### config.mk
export PLATFORM = sky130hd
export DESIGN_NAME = mfmi_front
export DESIGN_NICKNAME = d
export VERILOG_FILES = /design/src/hw/rtl/mfmi_pkg.sv /design/src/hw/rtl/mfmi_front.sv
export SDC_FILE = /design/constraint.sdc
export NUM_CORES = 1
export LEC_CHECK = 0
export BUFFER_PORTS_ARGS = -buffer_cell sky130_fd_sc_hd__buf_2
export CORE_MARGIN = 4
export CORE_UTILIZATION = 45
export DETAILED_ROUTE_END_ITERATION = 10
export PLACE_DENSITY = 0.71
export SYNTH_ARGS = -nofsm -noshare
export SYNTH_HDL_FRONTEND = slang
export SYNTH_SLANG_ARGS = --single-unit
### constraint.sdc
create_clock -name clk -period 2.8 [get_ports clk]
set_input_delay 0.56 -clock clk [delete_from_list [all_inputs] [get_ports clk]]
set_output_delay 0.56 -clock clk [all_outputs]
set_load 0.05 [all_outputs]
### src/hw/rtl/mfmi_pkg.sv
// ----------------------------------------------------------------------------
// mfmi_pkg
// Shared opcodes and the queued command word of the frame match inserter.
// ----------------------------------------------------------------------------
package mfmi_pkg;

  localparam logic [2:0] OP_HEADER    = 3'd0;
  localparam logic [2:0] OP_REPLY     = 3'd1;
  localparam logic [2:0] OP_RD_PAT    = 3'd2;
  localparam logic [2:0] OP_TG_PAT    = 3'd3;
  localparam logic [2:0] OP_RD_FRAME  = 3'd4;
  localparam logic [2:0] OP_TG_FRAME  = 3'd5;
  localparam logic [2:0] OP_MATCH     = 3'd6;

  localparam int SLOT_BYTES = 64;

  typedef struct packed {
    logic [2:0] opcode;
    logic [3:0] rule_index;
    logic [5:0] position;
    logic [7:0] value;
    logic       ign_hi;
    logic       ign_lo;
    logic [6:0] rd_len;
    logic [6:0] tg_len;
    logic       crc;
    logic       fix;
    logic       last;
    logic       nbz;
  } cmd_t;

endpackage

### src/hw/rtl/mfmi_front.sv
// ----------------------------------------------------------------------------
// mfmi_front
// Input side: takes words, drops those that do nothing, queues the rest.
// ----------------------------------------------------------------------------
module mfmi_front #(
  parameter int NRULE = 16
) (
  input  logic            clk,
  input  logic            rst_n,
  input  logic            in_valid,
  output logic            in_ready,
  input  mfmi_pkg::cmd_t  in_cmd,
  output logic            q_valid,
  output mfmi_pkg::cmd_t  q_cmd,
  input  logic            q_pop
);

  mfmi_pkg::cmd_t slot_r [2];
  logic       wptr_r, wptr_nxt;
  logic       rptr_r, rptr_nxt;
  logic [1:0] cnt_r, cnt_nxt;
  logic       keep;
  logic       push;

  // opcode 7 and out-of-range rule writes have no effect
  always_comb begin
    keep = 1'b1;
    unique case (in_cmd.opcode)
      mfmi_pkg::OP_HEADER, mfmi_pkg::OP_REPLY, mfmi_pkg::OP_RD_PAT,
      mfmi_pkg::OP_TG_PAT:
        keep = (32'(in_cmd.rule_index) < NRULE);
      mfmi_pkg::OP_RD_FRAME, mfmi_pkg::OP_TG_FRAME, mfmi_pkg::OP_MATCH:
        keep = 1'b1;
      default:
        keep = 1'b0;
    endcase
  end

  assign in_ready = (cnt_r != 2'd2);
  assign push     = in_valid && in_ready && keep;
  assign q_valid  = (cnt_r != 2'd0);
  assign q_cmd    = slot_r[rptr_r];

  always_comb begin
    wptr_nxt = push  ? ~wptr_r : wptr_r;
    rptr_nxt = q_pop ? ~rptr_r : rptr_r;
    cnt_nxt  = cnt_r + 2'(push) - 2'(q_pop);
  end

  always_ff @(posedge clk) begin
    if (!rst_n) begin
      wptr_r <= 1'b0;
      rptr_r <= 1'b0;
      cnt_r  <= 2'd0;
    end else begin
      wptr_r <= wptr_nxt;
      rptr_r <= rptr_nxt;
      cnt_r  <= cnt_nxt;
    end
  end

  always_ff @(posedge clk) begin
    if (push) begin
      slot_r[wptr_r] <= in_cmd;
    end
  end

endmodule

## Yosys cells after proc, flatten, opt, wreduce, memory -nomap -nowiden

Memories as Yosys holds them, arrays and structs flattened. A register that Yosys moved wholly into a read port is not among the register bits.
Cells that the tools add are included.

- Bits in registers: 4
- Memory bits (writable): 82
- Input bits: 45
- Output and inout port bits: 43
- Logic and storage cells: 25
- Memories: 1

- Add/sub/neg operators: 2
- Equality and inequality tests: 7
- Multiplexer cells: 5
- Bitwise logic cells: 2
- Reductions and logical operators: 5

Memories:

| name | words | bits a word | read ports | clocked after Yosys merged registers in | write ports | RTL line | RTL |
|---|---|---|---|---|---|---|---|
| slot_r | 2 | 41 | 1 | 1 | 1 | mfmi_front.sv:18 | `mfmi_pkg::cmd_t slot_r [2];` |

Operators by type and width:

| operator | number |
|---|---|
| == test 3 bit (second input constant) | 3 |
| OR reduction 7 bit | 1 |
| == test 3 x 2 -> 1 bit (second input constant) | 2 |
| two-way mux 1 bit | 5 |
| == test 3 x 1 -> 1 bit (second input constant) | 1 |
| logical NOT 3 bit | 1 |
| adder 2 x 1 -> 2 bit | 1 |
| logical AND 1 bit | 2 |
| != test 2 bit (second input constant) | 1 |
| inverter 1 bit | 2 |
| nonzero test 2 bit | 1 |
| subtractor 2 x 1 -> 2 bit | 1 |

## Depth between registers and ports, before layout

Gate-level depths: netlist of run 1.

- Word-level depth: 6
- Mapped depth: 8
- Mapped depth without buffers: 8

## Worst setup path before layout of run 1

OpenSTA, ideal clock, no wires.

- Path type: register -> register
- From: register cnt_r[0]
- To: memory slot_r[0][0] in the netlist's numbering (enable)
- Library setup time: 0.440 ns
- Arrival: 2.783 ns
- Required time: 2.360 ns
- Path slack: -0.423 ns
- Cell stages (with the launch flop): 4
- Buffers on the path: 0
- Period minus slack after synthesis: 3.223 ns
- Cell sequence: dfxtp_1 > nand2b_1 > nand3_1 > nor2_1

- Word-level cells in the longest chain between the ends: 5

RTL lines:

| element | RTL line | RTL |
|---|---|---|
| from (decl) | mfmi_front.sv:21 | `logic [1:0] cnt_r, cnt_nxt;` |
| from (signal assigned) | mfmi_front.sv:58 | `cnt_r <= cnt_nxt;` |
| != test 2 bit | mfmi_front.sv:39 | `assign in_ready = (cnt_r != 2'd2);` |
| via in_ready | mfmi_front.sv:11 | `output logic in_ready,` |
| logical AND 1 bit (2 in series) | mfmi_front.sv:40 | `assign push = in_valid && in_ready && keep;` |
| two-way mux 1 bit | mfmi_front.sv:63 | `if (push) begin` |
| two-way mux 1 bit (not written as such) | mfmi_front.sv:64 | `slot_r[wptr_r] <= in_cmd;` |
| to (decl) | mfmi_front.sv:18 |  |

The timed path passes the listed nets, and every way through them passes these cells.

==> impl_metrics.env, run 1 <==
export IMPL_grt_pass1_vias=1721
export IMPL_seq_area_frac_synth=0.754
export IMPL_post_dp_cell_area_um2=3940
export IMPL_numCtsBuffers=9
export IMPL_ys_ff_latch=87
export IMPL_slew_headroom=0.782
export IMPL_hpwl_um=3690
export IMPL_fp_coreArea_um2=7290
export IMPL_io_pins=88
export IMPL_place_ws_ps=683
export IMPL_drtIter0Drc=40
export IMPL_grt_max_degree=42
export IMPL_postCtsHoldBufs=0
export IMPL_nets=296
export IMPL_clk_pin_slew_ps=80
export IMPL_netlist_instances=153
export IMPL_overflow=0
export IMPL_muxShareOfSynthArea=0.183
export IMPL_area_growth_pct=23.6
export IMPL_hold_path_class="primary input to flip-flop"
export IMPL_finalSetupViolCount=0
export IMPL_fin_setup_tns_ps=0
export IMPL_port_buffer_count=87
export IMPL_cp_start_kind="flip-flop"
export IMPL_antenna_found_initial=0
export IMPL_tightest_slew_ps=327
export IMPL_synth_top_family_by_area="multiplexers"
export IMPL_place_congestion=0.655
export IMPL_n_antenna_cell=0
export IMPL_gr_usage_met3=0.0430
export IMPL_drc=0
export IMPL_fin_skew_ps=6.57
export IMPL_status="completed"
export IMPL_synth_simple_area_share=0.0184
export IMPL_grt_pass1_wl_um=8670
export IMPL_synth_compound_area_share=0
export IMPL_synth_warnings=0
export IMPL_cts_tree="built"
export IMPL_clk_latency_ps=340
export IMPL_cts_setup_buffers=0
export IMPL_initial_core_util=0.466
export IMPL_powerDensity_nw_per_um2=883
export IMPL_slew_viol_final=0
export IMPL_die_w_um=94.9
export IMPL_worst_hold_slack_ps=403
export IMPL_layout_setup_ws_ps=660
export IMPL_wl_per_cell_um=15.9
export IMPL_clockBufferDepth=2
export IMPL_synth_fa_ha_area_frac=0.00737
export IMPL_clock_root_buffer="clkbuf_8"
export IMPL_die_h_um=94.9
export IMPL_rsz0062_at_grt="no"
export IMPL_fin_util=0.576
export IMPL_vias=1647
export IMPL_routed_via_density=4.67
export IMPL_synth_area_um2=3400
export IMPL_first_pass_iters=4
export IMPL_yosysUniqueCellTypes=17
export IMPL_final_cells=353
export IMPL_grt_busiest_layer="met2"
export IMPL_avgSynthCellArea_um2=22.2
export IMPL_drive_gt1_frac=0.587
export IMPL_use_met2=0.223
export IMPL_hold_viol=0
export IMPL_cts_htree_levels=3
export IMPL_worstPathMaxFanout=41
export IMPL_max_freq_mhz=467
export IMPL_final_period_utilization=0.764
export IMPL_crit_required_ps=2240
export IMPL_gr_usage_met1=0.156
export IMPL_peakVddDrop_v=0.000429
export IMPL_dp_cells=337
export IMPL_max_cap_viol_count=0
export IMPL_final_area_um2=4200
export IMPL_ctsResizeCount=0
export IMPL_finalPower_mw=3.71
export IMPL_worst_setup_path_end_kind="output pin"
export IMPL_grt_use_total=0.132
export IMPL_cts_sinks=87
export IMPL_setup_worst_path_class="flip-flop to output pin"
export IMPL_p_leak_nw=1.67
export IMPL_final_common_cell="buf_2"
export IMPL_critical_path_arrival_ps=1580
export IMPL_syn_nets=200
export IMPL_final_cell_mix="87 x buf_2, 82 x edfxtp_1, 40 x mux2_4"
export IMPL_synth_xor_area_frac=0.00773
export IMPL_ant_nets=0
export IMPL_wirelength_um=5600
export IMPL_die_area_um2=9000
export IMPL_row_count=31
export IMPL_post_route_min_period_ps=2140
synthesized netlist by cell type, drive strengths merged:
cell    instances  share of area
and2            4         0.0074
buf             5          0.027
dfxtp           5          0.029
edfxtp         82           0.72
ha              2         0.0074
inv             2         0.0022
mux2           41           0.18
mux2i           1         0.0029
nand2           2         0.0022
nand2b          1         0.0018
nand3           2         0.0029
nor2            2         0.0022
or2             1         0.0018
xnor2           2         0.0052
xor2            1         0.0026
layer usage:
metal,up-vias,part of all wire,wire (um)
met5,-,0,0
met4,0,0.016,90
met3,7,0.063,354
met2,45,0.52,2930
met1,817,0.40,2230
li1,778,-,-
kinds of logic after synthesis:
logic type | Yosys count
muxes | 42
DFF | 87
buffers and inverters | 7
adders and majority gates | 2
xor gates and xnor gates | 3
and+or+nand+nor | 12
cell type report:
class / count / area (um^2)
Timing Repair Buffer: 90 / 495
Multi-Input combinational cell: 59 / 751
Tap cell: 99 / 124
Sequential cell: 87 / 2560
Clock inverter: 7 / 135
Fill cell: 591 / 3090
Clock buffer: 9 / 124
Inverter: 2 / 7.51
worst paths after layout:
| check | depth (start not counted) | slack, ps | start | to |
|---|---|---|---|---|
| setup / recovery | 3 | 660 | flip-flop | q_cmd[40] |
| hold reg to reg | 2 | 510 | wptr_r | wptr_r |
| hold / removal | 1 | 400 | in_cmd[29] | slot_r[1][29] |
| setup reg to reg | 8 | 970 | cnt_r[0] | cnt_r[1] |
sequential cells by signal, indices dropped and copies added (netlist names), named ones only:
register,flops
cnt_r,2
wptr_r,1
slot_r,82
rptr_r,1
report_power, final:
| group | internal (mW) | switching [mW] |
|---|---|---|
| Combinational | 0.309 | 0.648 |
| Sequential | 1.61 | 0.0473 |
| Clock | 0.677 | 0.413 |
| Total | 2.60 | 1.11 |
critical path: stages, from the launching register on:
cell and delay, ps:
dfxtp_2 340, buf_12 290, mux2_2 390, buf_2 210
No activity file was read; power rests on OpenSTA's default activity.
==> run 2: changes to the inputs <==
- ABC_AREA: default -> 1
- PLACE_DENSITY: 0.71 -> 0.69
- clock period: 2.8 -> 2 ns (I/O delays scaled with it)
==> impl_metrics.env, run 2 <==
export IMPL_peakVddDrop_v=0.000632
export IMPL_max_freq_mhz=520
export IMPL_p_leak_nw=1.68
export IMPL_clockBufferDepth=2
export IMPL_tightest_slew_ps=348
export IMPL_io_pins=88
export IMPL_yosysUniqueCellTypes=14
export IMPL_powerDensity_nw_per_um2=1050
export IMPL_rsz0062_at_grt="no"
export IMPL_cts_htree_levels=3
export IMPL_worst_setup_path_end_kind="output pin"
export IMPL_final_area_um2=4150
export IMPL_top_regs="slot_r x82, cnt_r x2"
export IMPL_slew_headroom=0.768
export IMPL_clk_latency_ps=340
export IMPL_wirelength_um=5580
export IMPL_port_buffer_count=87
export IMPL_p_comb_frac=0.220
export IMPL_netlist_instances=164
export IMPL_post_dp_cell_area_um2=3950
export IMPL_slew_viol_final=0
export IMPL_largest_reg_flops=82
export IMPL_max_cap_viol_count=0
export IMPL_grt_use_total=0.131
export IMPL_switchingPower_mw=1.29
export IMPL_worstPathMaxFanout=20
export IMPL_die_h_um=95.1
export IMPL_synth_most_common_cell="edfxtp_1"
export IMPL_place_congestion=0.688
export IMPL_post_route_min_period_ps=1920
export IMPL_clock_root_buffer="clkbuf_8"
export IMPL_ys_ff_latch=87
export IMPL_synth_area_leader_cell="edfxtp_1"
export IMPL_hold_viol=0
export IMPL_synth_area_leaders="edfxtp_1 72%, mux2_4 18%, dfxtp_1 2.9%, buf_12 2.3%, nor2_1 1.1%"
export IMPL_finalSetupViolCount=0
export IMPL_numCtsBuffers=9
export IMPL_vias=1735
export IMPL_setup_worst_path_class="flip-flop to output pin"
export IMPL_drtIter0Drc=70
export IMPL_synth_top_area_share=0.722
export IMPL_n_antenna_cell=0
export IMPL_fin_skew_ps=8.33
export IMPL_postCtsHoldBufs=0
export IMPL_row_count=31
export IMPL_wl_per_cell_um=15.2
export IMPL_internal_power_mw=3.06
export IMPL_cp_start_kind="flip-flop"
export IMPL_largest_register="slot_r"
export IMPL_power_frac_seq=0.511
export IMPL_dp_cells=351
export IMPL_cts_sinks=87
export IMPL_syn_nets=211
export IMPL_clkPwrFrac=0.270
export IMPL_final_cells=367
export IMPL_fp_coreArea_um2=7290
export IMPL_grt_max_degree=25
export IMPL_synth_warnings=0
export IMPL_routed_via_density=4.73
export IMPL_finalPower_mw=4.35
export IMPL_seq_area_frac_synth=0.751
export IMPL_grt_pass1_wl_um=8690
export IMPL_synthFlopType="edfxtp_1"
export IMPL_initial_core_util=0.468
export IMPL_p_sw_frac=0.297
export IMPL_fin_setup_tns_ps=0
export IMPL_avgSynthCellArea_um2=20.8
export IMPL_area_growth_pct=21.7
export IMPL_overflow=0
export IMPL_nets=310
export IMPL_final_common_cell="buf_2"
export IMPL_drive_gt1_frac=0.575
export IMPL_first_pass_iters=3
export IMPL_clk_pin_slew_ps=90
export IMPL_die_area_um2=9040
export IMPL_die_w_um=95.1
export IMPL_hpwl_um=3870
export IMPL_grt_pass1_vias=1889
export IMPL_cts_tree="built"
export IMPL_ant_nets=0
export IMPL_crit_required_ps=1600
export IMPL_synthTopCellsByCount="82 x edfxtp_1, 40 x mux2_4, 10 x nor2_1"
export IMPL_drc=0
export IMPL_synth_edff_count=82
export IMPL_hold_path_class="primary input to flip-flop"
export IMPL_final_cell_mix="87 x buf_2, 82 x edfxtp_1, 40 x mux2_4"
export IMPL_ys_async_sr_fraction=0
export IMPL_final_period_utilization=0.961
export IMPL_critical_path_arrival_ps=1520
export IMPL_synth_area_um2=3410
export IMPL_status="completed"
export IMPL_antenna_found_initial=0
-- run 2: changes by cell type in the layout (fill, tap and decap cells not counted), sizes merged --
cell      before  now
nand4          0    1
and2           4    0
clkinvlp       1    3
mux2i          1    0
nand2b         1    0
bufinv         4    1
buf           90   93
inv            2    7
xnor2          2    0
nor2           2   10
nand2          2    9
nand3          2    1
-- run 2: area by class of cell --
type                       instances  area (um^2)
fill                             625         3140
sequential                        87         2560
multi-input combinational         66          744
timing repair buffer              93          497
clock buffer                       9          124
tap                               99          124
clock inverter                     7         71.3
inverter                           6         26.3
-- run 2: worst max-delay path, cell delays in order, from the launching register on --
cell and delay [ps]:
dfxtp_2 360, buf_6 270, mux2_4 330, buf_2 210
-- run 2: final timing paths --
check / from / to / slack, ps / cells after the start
max: flip-flop / q_cmd[14] / 80 / 3
min: in_cmd[10] / slot_r[0][10] / 240 / 1
max reg2reg: cnt_r[0] / cnt_r[1] / 340 / 12
min reg2reg: rptr_r / rptr_r / 510 / 2
-- run 2: routing by layer --
layer | routed length, um | GRT usage | up-vias
li1 | - | - | 814
met1 | 2050 | 0.137 | 858
met2 | 3090 | 0.235 | 50
met3 | 282 | 0.0331 | 13
met4 | 157 | 0.0781 | 0
met5 | 0 | 0 | -
-- run 2: metrics by stage --
stage               setup WS, ps  hold slack, ps  utilization
floorplan                   76.9             463            -
global placement             261             483        0.542
detailed placement           212             497        0.542
CTS                         41.0             216        0.569
global route                2.75             221        0.569
finish                      77.5             242        0.569
-- run 2: what timing repair did --
item | CTS | global route
gates resized for setup | 1 | 0
endpoints found under the setup margin | 20 | 0
setup buffers | 0 | 0
-- run 2: logic make-up (layout without fill, tap and decap cells) --
kind of cell	after synthesis	after routing	share of synthesized area
DFF	87	87	0.751
and+or+nand+nor	22	22	0.0260
buffers and inverters	11	115	0.0334
xor gates and xnor gates	1	1	0.00257
adders and majority gates	2	2	0.00734
muxes	41	41	0.179
-- run 2: power groups by stage --
| stage | Combinational [mW] | Clock, mW | Sequential, mW |
|---|---|---|---|
| 2_1_floorplan | 0.767 | 0 | 2.25 |
| 3_3_place_gp | 0.960 | 0 | 2.26 |
| 3_5_place_dp | 0.970 | 0 | 2.27 |
| 4_1_cts | 0.973 | 1.22 | 2.23 |
| 5_1_grt | 1.01 | 1.28 | 2.24 |
| 6_report | 0.956 | 1.17 | 2.22 |
